File: config.mk
export PLATFORM = sky130hd
export DESIGN_NAME = least_error_mirror_select_flat
export DESIGN_NICKNAME = d
export VERILOG_FILES = /design/src/rtl/lems_pkg.sv /design/src/rtl/lems_if.sv /design/src/rtl/least_error_mirror_select.sv /design/src/rtl/lems_mod.sv /design/src/flat_wrapper.sv
export SDC_FILE = /design/constraint.sdc
export NUM_CORES = 1
export LEC_CHECK = 0
export ABC_AREA = 1
export BUFFER_PORTS_ARGS = -buffer_cell sky130_fd_sc_hd__clkbuf_2
export CORE_ASPECT_RATIO = 1.5
export CORE_MARGIN = 2
export CORE_UTILIZATION = 40
export CTS_BUF_LIST = sky130_fd_sc_hd__clkbuf_8 sky130_fd_sc_hd__clkbuf_16
export DETAILED_ROUTE_END_ITERATION = 6
export GPL_ROUTABILITY_DRIVEN = 0
export HOLD_SLACK_MARGIN = 0.05
export PLACE_DENSITY_LB_ADDON = 0.05
export SLEW_MARGIN = 20
export SYNTH_ARGS = -nofsm -noshare
export SYNTH_HDL_FRONTEND = slang
export SYNTH_HIERARCHICAL = 1
export SYNTH_SLANG_ARGS = --single-unit
File: constraint.sdc
create_clock -name i_clk -period 9.45 [get_ports i_clk]
set_input_delay 2.835 -clock i_clk [delete_from_list [all_inputs] [get_ports i_clk]]
set_output_delay 2.835 -clock i_clk [all_outputs]
set_load 0.02 [all_outputs]
File: src/rtl/lems_pkg.sv
// Shared types, sizes and codes for the least-error mirror select block.
// No dependencies; every file but the defines header imports this package.
`default_nettype none

package lems_pkg;

    localparam int MAX_SOURCES = 8;
    localparam int IW          = (MAX_SOURCES > 1) ? $clog2(MAX_SOURCES) : 1;
    localparam int CW          = $clog2(MAX_SOURCES + 1);
    localparam int RND_W       = 16;
    localparam int ERR_W       = 8;

    localparam logic [ERR_W-1:0] ERR_SAT = '1;

    localparam logic [1:0] CMD_CLEAR  = 2'd0;
    localparam logic [1:0] CMD_ADD    = 2'd1;
    localparam logic [1:0] CMD_CHOOSE = 2'd2;
    localparam logic [1:0] CMD_GIVE   = 2'd3;

    localparam logic [1:0] ST_OK    = 2'd0;
    localparam logic [1:0] ST_EMPTY = 2'd1;
    localparam logic [1:0] ST_FULL  = 2'd2;
    localparam logic [1:0] ST_SEQ   = 2'd3;

    typedef logic [CW-1:0] t_cnt;
    typedef logic [IW-1:0] t_idx;

    typedef struct packed {
        logic [ERR_W-1:0] err;
        logic [6:0]       pref;
        logic [15:0]      loc;
        logic [7:0]       tag;
    } t_entry;

    typedef struct packed {
        logic [1:0]       cmd;
        logic [7:0]       mirror_tag;
        logic [6:0]       preference;
        logic [15:0]      location;
        logic [RND_W-1:0] random_value;
        logic             failed;
    } t_in_item;

    typedef struct packed {
        logic [1:0] status;
        logic [7:0] chosen_tag;
        logic [3:0] tie_count;
        logic [3:0] entry_count;
    } t_out_item;

endpackage

`default_nettype wire

File: src/rtl/lems_if.sv
// Valid/ready channel interfaces for commands, results and configuration.
// Depends on lems_pkg for the payload types.
`default_nettype none

interface lems_in_if import lems_pkg::*; ();
    logic     valid;
    logic     ready;
    t_in_item data;
    modport source (output valid, output data, input ready);
    modport sink   (input valid, input data, output ready);
endinterface

interface lems_out_if import lems_pkg::*; ();
    logic      valid;
    logic      ready;
    t_out_item data;
    modport source (output valid, output data, input ready);
    modport sink   (input valid, input data, output ready);
endinterface

interface lems_cfg_if import lems_pkg::*; ();
    logic        valid;
    logic        ready;
    logic [15:0] data;
    modport source (output valid, output data, input ready);
    modport sink   (input valid, input data, output ready);
endinterface

`default_nettype wire

File: src/rtl/least_error_mirror_select.sv
// Top level of the least-error mirror select block: source table, sequencer
// and output register. Depends on lems_pkg, lems_if and lems_mod.
//
//  channel  | dir | carries                                   | ready
//  ---------+-----+-------------------------------------------+------------------
//  i_cfg    | in  | home_country                              | always high
//  i_in     | in  | cmd, tag, preference, location, rnd, fail | only when idle
//  o_res    | out | status, chosen_tag, tie_count, entry_count| from the sink
//
// Clear, add and give back go straight to S_DONE, which loads the result
// register once the output is free. Choose runs one scan of the table, the
// bit-serial remainder unit, a second scan, then compaction.
// Reset (synchronous, active low) empties the table, drops the held entry and
// clears home_country; there is no clearing pass.
// The next command is taken while a result still waits in the output register.
`default_nettype none

module least_error_mirror_select import lems_pkg::*; (
    input  logic     i_clk,
    input  logic     i_rst_n,
    lems_cfg_if.sink i_cfg,
    lems_in_if.sink  i_in,
    lems_out_if.source o_res
);

    localparam logic [2:0] S_IDLE  = 3'd0;
    localparam logic [2:0] S_SCAN  = 3'd1;
    localparam logic [2:0] S_MOD   = 3'd2;
    localparam logic [2:0] S_PICK  = 3'd3;
    localparam logic [2:0] S_SHIFT = 3'd4;
    localparam logic [2:0] S_DONE  = 3'd5;

    logic [2:0]       r_state, n_state;
    t_cnt             r_count;
    logic             r_held_valid;
    logic [15:0]      r_home;
    t_entry           r_tbl [MAX_SOURCES];
    t_entry           r_held;
    t_idx             r_idx;
    t_idx             r_idx_pick;
    t_cnt             r_ties;
    t_cnt             r_seen;
    logic [ERR_W-1:0] r_min;
    logic [6:0]       r_maxp;
    logic             r_at_home;
    logic [RND_W-1:0] r_rnd;
    logic             r_mod_go;
    t_out_item        r_res;
    t_out_item        r_out;
    logic             r_out_valid;

    logic   accept, full, last, home_set, here, match, out_free;
    logic   do_add, do_give, do_choose;
    logic   mod_done;
    t_cnt   mod_rem;
    t_entry rd;
    t_entry pick_entry;
    t_entry ret_entry;
    t_entry new_entry;
    t_out_item out_next;
    logic [1:0] quick_status;

    lems_mod u_mod (
        .i_clk      (i_clk),
        .i_rst_n    (i_rst_n),
        .i_start    (r_mod_go),
        .i_dividend (r_rnd),
        .i_divisor  (r_ties),
        .o_done     (mod_done),
        .o_rem      (mod_rem)
    );

    assign i_cfg.ready = 1'b1;
    assign i_in.ready  = (r_state == S_IDLE);
    assign o_res.valid = r_out_valid;
    assign o_res.data  = r_out;

    always_comb begin
        accept   = i_in.valid && (r_state == S_IDLE);
        full     = r_count >= CW'(MAX_SOURCES);
        last     = (CW'(r_idx) + CW'(1)) == r_count;
        out_free = !r_out_valid || o_res.ready;
        rd       = r_tbl[r_idx];
        home_set = r_home != '0;
        here     = rd.loc == r_home;
        match    = (rd.err == r_min) && (rd.pref == r_maxp) && (!r_at_home || here);

        pick_entry     = rd;
        pick_entry.err = rd.err - r_min;

        out_next             = r_res;
        out_next.entry_count = 4'(r_count);

        new_entry.err  = '0;
        new_entry.pref = i_in.data.preference;
        new_entry.loc  = i_in.data.location;
        new_entry.tag  = i_in.data.mirror_tag;

        ret_entry = r_held;
        if (i_in.data.failed && (r_held.err != ERR_SAT)) begin
            ret_entry.err = r_held.err + ERR_W'(1);
        end

        do_add       = 1'b0;
        do_give      = 1'b0;
        do_choose    = 1'b0;
        quick_status = ST_OK;
        case (i_in.data.cmd)
            CMD_CLEAR: begin
                quick_status = ST_OK;
            end
            CMD_ADD: begin
                if (r_held_valid) begin
                    quick_status = ST_SEQ;
                end else if (full) begin
                    quick_status = ST_FULL;
                end else begin
                    do_add = accept;
                end
            end
            CMD_CHOOSE: begin
                if (r_held_valid) begin
                    quick_status = ST_SEQ;
                end else if (r_count == '0) begin
                    quick_status = ST_EMPTY;
                end else begin
                    do_choose = accept;
                end
            end
            CMD_GIVE: begin
                if (!r_held_valid) begin
                    quick_status = ST_SEQ;
                end else if (full) begin
                    quick_status = ST_FULL;
                end else begin
                    do_give = accept;
                end
            end
            default: begin
                quick_status = ST_SEQ;
            end
        endcase

        n_state = r_state;
        case (r_state)
            S_IDLE: begin
                if (accept) begin
                    n_state = do_choose ? S_SCAN : S_DONE;
                end
            end
            S_SCAN: begin
                if (last) begin
                    n_state = S_MOD;
                end
            end
            S_MOD: begin
                if (mod_done) begin
                    n_state = S_PICK;
                end
            end
            S_PICK: begin
                if (last) begin
                    n_state = S_SHIFT;
                end
            end
            S_SHIFT: begin
                n_state = S_DONE;
            end
            S_DONE: begin
                if (out_free) begin
                    n_state = S_IDLE;
                end
            end
            default: begin
                n_state = S_IDLE;
            end
        endcase
    end

    // control state
    always_ff @(posedge i_clk) begin
        if (!i_rst_n) begin
            r_state      <= S_IDLE;
            r_count      <= '0;
            r_held_valid <= 1'b0;
            r_home       <= '0;
            r_idx        <= '0;
            r_mod_go     <= 1'b0;
            r_out_valid  <= 1'b0;
        end else begin
            r_state  <= n_state;
            r_mod_go <= (r_state == S_SCAN) && last;
            if (i_cfg.valid) begin
                r_home <= i_cfg.data;
            end
            if (accept) begin
                r_idx <= '0;
                if (i_in.data.cmd == CMD_CLEAR) begin
                    r_count      <= '0;
                    r_held_valid <= 1'b0;
                end
                if (do_add || do_give) begin
                    r_count <= r_count + CW'(1);
                end
                if (do_give) begin
                    r_held_valid <= 1'b0;
                end
            end
            if ((r_state == S_SCAN) || (r_state == S_PICK)) begin
                r_idx <= last ? '0 : (r_idx + IW'(1));
            end
            if (r_state == S_SHIFT) begin
                r_count      <= r_count - CW'(1);
                r_held_valid <= 1'b1;
            end
            if ((r_state == S_DONE) && out_free) begin
                r_out_valid <= 1'b1;
            end else if (o_res.ready) begin
                r_out_valid <= 1'b0;
            end
        end
    end

    // table, held entry, scan results and result payload
    always_ff @(posedge i_clk) begin
        if (accept) begin
            r_rnd           <= i_in.data.random_value;
            r_res.status     <= quick_status;
            r_res.chosen_tag <= '0;
            r_res.tie_count  <= '0;
            r_res.entry_count <= '0;
            if (do_add) begin
                r_tbl[r_count[IW-1:0]] <= new_entry;
            end
            if (do_give) begin
                r_tbl[r_count[IW-1:0]] <= ret_entry;
            end
        end
        case (r_state)
            S_SCAN: begin
                if ((r_idx == '0) || (rd.err < r_min)) begin
                    r_min     <= rd.err;
                    r_maxp    <= rd.pref;
                    r_at_home <= home_set && here;
                    r_ties    <= CW'(1);
                end else if (rd.err == r_min) begin
                    if (home_set && here && !r_at_home) begin
                        r_at_home <= 1'b1;
                        r_maxp    <= rd.pref;
                        r_ties    <= CW'(1);
                    end else if (!home_set || (here == r_at_home)) begin
                        if (rd.pref > r_maxp) begin
                            r_maxp <= rd.pref;
                            r_ties <= CW'(1);
                        end else if (rd.pref == r_maxp) begin
                            r_ties <= r_ties + CW'(1);
                        end
                    end
                end
            end
            S_MOD: begin
                r_seen <= '0;
            end
            S_PICK: begin
                // rebase the error count; take the pick once its rank is reached
                r_tbl[r_idx].err <= pick_entry.err;
                if (match) begin
                    r_seen <= r_seen + CW'(1);
                    if (r_seen == mod_rem) begin
                        r_held     <= pick_entry;
                        r_idx_pick <= r_idx;
                    end
                end
            end
            S_SHIFT: begin
                // close the gap left by the pick
                for (int j = 0; j < MAX_SOURCES - 1; j++) begin
                    if (r_idx_pick <= IW'(j)) begin
                        r_tbl[j] <= r_tbl[j + 1];
                    end
                end
                r_res.status     <= ST_OK;
                r_res.chosen_tag <= r_held.tag;
                r_res.tie_count  <= 4'(r_ties);
            end
            default: begin
            end
        endcase
        if ((r_state == S_DONE) && out_free) begin
            r_out <= out_next;
        end
    end

endmodule

`default_nettype wire

File: src/rtl/lems_mod.sv
// Bit-serial restoring remainder unit: random value modulo tie count.
// One quotient bit per cycle; depends on lems_pkg.
`default_nettype none

module lems_mod import lems_pkg::*; (
    input  logic             i_clk,
    input  logic             i_rst_n,
    input  logic             i_start,
    input  logic [RND_W-1:0] i_dividend,
    input  t_cnt             i_divisor,
    output logic             o_done,
    output t_cnt             o_rem
);

    localparam int SW = $clog2(RND_W);

    logic             r_busy;
    logic             r_done;
    logic [SW-1:0]    r_step;
    logic [RND_W-1:0] r_dvd;
    t_cnt             r_rem;
    logic [CW:0]      trial;
    logic [CW:0]      diff;
    logic             ge;

    always_comb begin
        trial = {r_rem, r_dvd[RND_W-1]};
        ge    = trial >= {1'b0, i_divisor};
        diff  = ge ? (trial - {1'b0, i_divisor}) : trial;
    end

    always_ff @(posedge i_clk) begin
        if (!i_rst_n) begin
            r_busy <= 1'b0;
            r_done <= 1'b0;
            r_step <= '0;
        end else begin
            r_done <= 1'b0;
            if (i_start) begin
                r_busy <= 1'b1;
                r_step <= '0;
            end else if (r_busy) begin
                r_step <= r_step + SW'(1);
                if (r_step == SW'(RND_W - 1)) begin
                    r_busy <= 1'b0;
                    r_done <= 1'b1;
                end
            end
        end
    end

    // shift the dividend out MSB first, keep the partial remainder
    always_ff @(posedge i_clk) begin
        if (i_start) begin
            r_dvd <= i_dividend;
            r_rem <= '0;
        end else if (r_busy) begin
            r_dvd <= {r_dvd[RND_W-2:0], 1'b0};
            r_rem <= diff[CW-1:0];
        end
    end

    assign o_done = r_done;
    assign o_rem  = r_rem;

endmodule

`default_nettype wire

File: src/flat_wrapper.sv
// flat-port wrapper written by rule: the top's interface ports become plain ports
module least_error_mirror_select_flat import lems_pkg::*;
  (i_clk, i_rst_n, i_cfg_valid, i_cfg_data, i_cfg_ready, i_in_valid, i_in_data, i_in_ready, o_res_valid, o_res_data, o_res_ready);
  lems_cfg_if i_cfg_i ();
  lems_in_if i_in_i ();
  lems_out_if o_res_i ();
  input  logic i_clk;
  input  logic i_rst_n;
  input wire logic [$bits(i_cfg_i.valid)-1:0] i_cfg_valid;
  input wire logic [$bits(i_cfg_i.data)-1:0] i_cfg_data;
  output wire logic [$bits(i_cfg_i.ready)-1:0] i_cfg_ready;
  input wire logic [$bits(i_in_i.valid)-1:0] i_in_valid;
  input wire logic [$bits(i_in_i.data)-1:0] i_in_data;
  output wire logic [$bits(i_in_i.ready)-1:0] i_in_ready;
  output wire logic [$bits(o_res_i.valid)-1:0] o_res_valid;
  output wire logic [$bits(o_res_i.data)-1:0] o_res_data;
  input wire logic [$bits(o_res_i.ready)-1:0] o_res_ready;
  assign i_cfg_i.valid = i_cfg_valid;
  assign i_cfg_i.data = i_cfg_data;
  assign i_cfg_ready = i_cfg_i.ready;
  assign i_in_i.valid = i_in_valid;
  assign i_in_i.data = i_in_data;
  assign i_in_ready = i_in_i.ready;
  assign o_res_valid = o_res_i.valid;
  assign o_res_data = o_res_i.data;
  assign o_res_i.ready = o_res_ready;
  least_error_mirror_select u_core (.i_clk(i_clk), .i_rst_n(i_rst_n), .i_cfg(i_cfg_i), .i_in(i_in_i), .o_res(o_res_i));
endmodule
## Word level (Yosys, flattened, before mapping)

Memories as Yosys holds them, arrays and structs flattened. A register that Yosys moved wholly into a read port is not among the register bits.
Index checks and enable logic that the tools add are counted.

- Bits in registers: 169
- Bits in latches: 0
- Bits in writable memories: 312
- Memory bits (read-only): 0
- Bits of input ports: 71
- Output and inout bits: 21
- Logic and storage cells: 221
- Memories kept: 1

Memories:

| name | words | width | read ports | clocked after memory_dff | write ports | line | source |
|---|---|---|---|---|---|---|---|
| u_core.r_tbl | 8 | 39 | 8 | 1 | 7 | least_error_mirror_select.sv:37 | `t_entry r_tbl [MAX_SOURCES];` |

- $add $sub $neg: 10
- $mul: 0
- Divide/modulo/power cells: 0
- $lt $le $gt $ge: 11
- Equality and inequality tests: 22
- Shifts and indexed selects: 0
- Muxes and demuxes: 97
- Bitwise gates (word level): 3
- Reductions and logical operators: 47

Operators with widths:

| cell | number |
|---|---|
| $mux 39 | 3 |
| $reduce_or 39->1 | 2 |
| $mux 1 | 51 |
| $mux 16 | 3 |
| $mux 4 | 11 |
| $mux 3 | 13 |
| $mux 7 | 5 |
| $pmux 3 s6 | 1 |
| $add 4x1->4 const B | 4 |
| $eq 16x16->1 | 1 |
| $reduce_bool 16->1 | 1 |
| $reduce_bool 2->1 | 7 |
| $mux 12 | 1 |
| $mux 2 | 6 |
| $reduce_bool 3->1 | 4 |
| $ne 2x1->1 const B | 5 |
| $le 3x3->1 const B | 3 |
| $add 8x1->8 const B | 1 |
| $eq 4x4->1 | 2 |
| $eq 8x8->1 | 1 |
| $logic_and 1x1->1 | 8 |
| $lt 8x8->1 | 1 |
| $mux 8 | 1 |
| $ne 8x8->1 const B | 1 |
| 35 further kinds | 54 |

## Depth between registers and ports, before layout

- Depth in word-level cells: 11
- Gate-level depth with buffers: 23
- Mapped depth without buffers: 19

## Cells and area by module

The synthesis kept the hierarchy.

Modules (own cells, without submodules):

| module | times used | cells each | area each (sq um) | sequential area each (sq um) |
|---|---|---|---|---|
| least_error_mirror_select | 1 | 2439 | 22616.7 | 13412.9 |
| lems_mod | 1 | 156 | 1311.3 | 680.7 |

## Worst setup path after synthesis

Ideal clock, no wire load.

- Kind: register to register
- Start: register with a tool-made name
- End: register u_core/r_held[0] (netlist bit), enable pin
- Arrival time: 6532 ps
- Required time: 8904 ps
- Setup slack: 2372 ps
- Cell stages (with the launch flop): 16
- Buffers on the path: 5
- Clock period less this slack: 7078 ps
- Cells stage by stage: dfxtp_1 buf_6 buf_6 buf_2 clkbuf_1 clkbuf_1 a21oi_1 o21ai_0 a31oi_1 ha_1 inv_1 nor3_1 inv_1 nor4_1 nand3_1 nor4_1

RTL lines:

| item | line | source |
|---|---|---|
| to (signal assigned) | least_error_mirror_select.sv:270 | `r_held <= pick_entry;` |
| to (decl) | least_error_mirror_select.sv:38 | `t_entry r_held;` |

==> flow_summary.yaml <==
synth:
  async_flop_share_pct: 0
  synth_cell_types: 56
  ys_ff_latch: 484
  ys_top_cells_by_area: "edfxtp_1 55%, nand2_1 11%, o21ai_0 5.6%"
  synth_nets: 2696
  synth_area_per_cell_um2: 9.221
  synth_edf_count: 440
  yosysTopAreaCell: "edfxtp_1"
  synthTopCellsByCount: "710 x nand2_1, 440 x edfxtp_1, 317 x inv_1, 269 x o21ai_0, 151 x nor2_1"
  synth_top_area_share_pct: 55.22
  synth_cells: 2595
  yosysWarnings: 6
  ys.flop_type: "edfxtp_1"
  netlist_area_mm2: 0.02393
  ys_seq_area_share_pct: 58.90
  yosysMostFrequentCell: "nand2_1"
die:
  io_pins: 92
  die_h_um: 303.6
  die_area_mm2: 0.06183
  num_rows: 109
  coreArea_mm2: 0.05905
  initial_utilization_pct: 40.52
  die_w_um: 203.7
detailed_routing:
  ant_nets: 0
  wire_per_inst_um: 22.60
  vias_per_cell: 5.305
  drc: 0
  dr.pass1.iters: 5
  drt_iter0_drc: 1280
  vias: 18340
  routed_wl_um: 78170
min_path:
  holdCritPathClass: "reg -> reg"
  hold_depth: 0
  hold_start: "u_core/out_next[8]"
timing:
  fin_crit_sh_pct: 57.75
  fin_crit_ns: 5.458
  finalSetupTns_ns: 0
  worst_slew_pin_slew_ns: 1.052
  clock_skew_ns: 0.02401
  max_freq_mhz: 183.2
  maxSlewViolCount: 0
  rsz0062_at_grt: "no"
  max_slew_margin_pct: 29.25
  hold_viol: 0
  setup_viol: 0
clock_network:
  ctsHoldBuffers: 0
  cts_setup_buffers: 0
  cts_tree: "built"
  root_buffer: "clkbuf_16"
  h-tree-depth: 2
  cts_buffers: 49
  clk_pin_slew_ns: 0.07
  clock_latency_ns: 0.61
  cts_sinks: 484
  clockBufferDepth: 3
  cts-resized-gates: 0
global_routing:
  grt_overflow: 0
  grt_pass1_wl_um: 115700
  grt_max_degree: 79
  track_usage_pct: 25.26
  grt_pass1_vias: 18320
  antenna_found_initial: 0
flow_run:
  drv_cap: 0
layout:
  drive_above_1_share_pct: 10.75
  area_growth_pct: 11.27
  multi_input_area_mm2: 0.008033
  seq_area_mm2: 0.01410
  fillers: 5720
  final_util_pct: 45.09
  nNetsFinal: 2742
worst_setup_path:
  reg2reg_depth: 14
  crit_path_start_kind: "flop"
  cp_max_fo: 71
  timing.setup.critical_path_class: "reg -> reg"
  regToRegSetupSlack_ns: 3.99
  required_ns: 9.67
  endpoint_kind: "flop"
  cp.arrival_ns: 5.67
placement:
  hpwl_um: 49750
  port_buffers: 90
pwr:
  internal-power_w: 0.004723
  ir_drop_v: 0.0001392
  p_leak_nw: 11.00
  p_sw_share_pct: 38.53
  p_sw_w: 0.002961
  p_clk_share_pct: 25.0
  sequentialPowerShare_pct: 40.6
  combPwrFrac_pct: 34.4
  power.density_mw_per_mm2: 288.6
outcome:
  run_status: "completed"
placed cells by master, fill, tap and decap left out, drive strengths merged, types with 34 or more instances in the layout:
cell,Yosys,final
inv,335,343
o21ai,372,372
clkbuf,68,141
a31oi,34,34
nand2,715,715
dfxtp,44,44
nand3,121,121
edfxtp,440,440
buf,61,34
a21oi,118,118
nor2,162,162
routing by layer:
layer	global-route usage, %	up-vias	part of all wire, %
met3	2.667	149	4.0
met2	45.53	487	51
met4	13.85	0	5.6
li1	-	8796	-
met5	0	-	0
met1	29.36	8911	39
metrics by stage:
step / hold WS, ns / cell area [um2] / power (W) / cells / setup slack [ns]
floorplan: 0.4003 / 23930 / 0.004881 / 2595 / 2.372
global placement: 0.4022 / 25080 / 0.005781 / 3367 / 3.881
detailed placement: 0.4045 / 25080 / 0.005815 / 3367 / 3.908
CTS: 0.4207 / 26620 / 0.007767 / 3457 / 3.958
global route: 0.4378 / 26620 / 0.008161 / 3457 / 3.445
finish: 0.4189 / 26620 / 0.007684 / 3458 / 3.992
area by class of cell:
cell class | count | area share, %
well taps | 777 | 3.651
clock inverters | 39 | 0.9822
clock buffers | 51 | 4.793
repair buffers | 124 | 2.650
flip-flops and latches | 484 | 52.97
diodes | 1 | 0.009399
multi-input cells | 1646 | 30.17
inverters | 336 | 4.775
power groups by stage:
stage / clock network (W) / registers, W / logic (W)
5_1_grt: 0.00205 / 0.00315 / 0.00296
3_5_place_dp: 0 / 0.00316 / 0.00265
6_report: 0.00192 / 0.00312 / 0.00264
3_3_place_gp: 0 / 0.00316 / 0.00262
4_1_cts: 0.00198 / 0.00312 / 0.00266
2_1_floorplan: 0 / 0.00310 / 0.00178
worst paths after layout:
check                               to
setup / recovery     u_core/r_held[28]
hold / removal    u_core/o_res.data[8]
setup reg to reg     u_core/r_held[28]
hold reg to reg   u_core/o_res.data[8]
critical path, cell delays in order, from the launching register on:
cell and delay [ns]:
dfxtp_4 0.48, inv_4 0.31, buf_4 0.47, buf_4 0.75, nor2_1 0.09, o21ai_0 0.19
inv_1 0.05, o21ai_0 0.30, inv_1 0.08, ha_1 0.28, inv_1 0.04, nor4_1 0.84
nand3_1 0.24, nor4_2 0.20, buf_4 0.63
sequential cells by signal, summed over array words and instances (netlist names), 7 cells and up, named ones only:
name	cells
u_core/u_mod/r_dvd	16
u_core/r_home	16
u_core/r_held	39
u_core/o_res.data	18
u_core/r_rnd	16
u_core/r_tbl	312
u_core/r_maxp	7
u_core/r_min	8
u_core/out_next	14
kinds of logic after synthesis:
logic type | count (synthesis) | share of synthesized area (%)
XOR/XNOR | 19 | 0.6955
AND/OR/NAND/NOR | 1030 | 17.65
other | 1 | 0.01567
adder cells (fa/ha/maj) | 30 | 1.631
flip-flops | 484 | 58.90
buffers and inverters | 465 | 7.948
AO/OA/AOI/OAI | 566 | 13.16
Note: power is estimated with default switching activity, not from simulation.
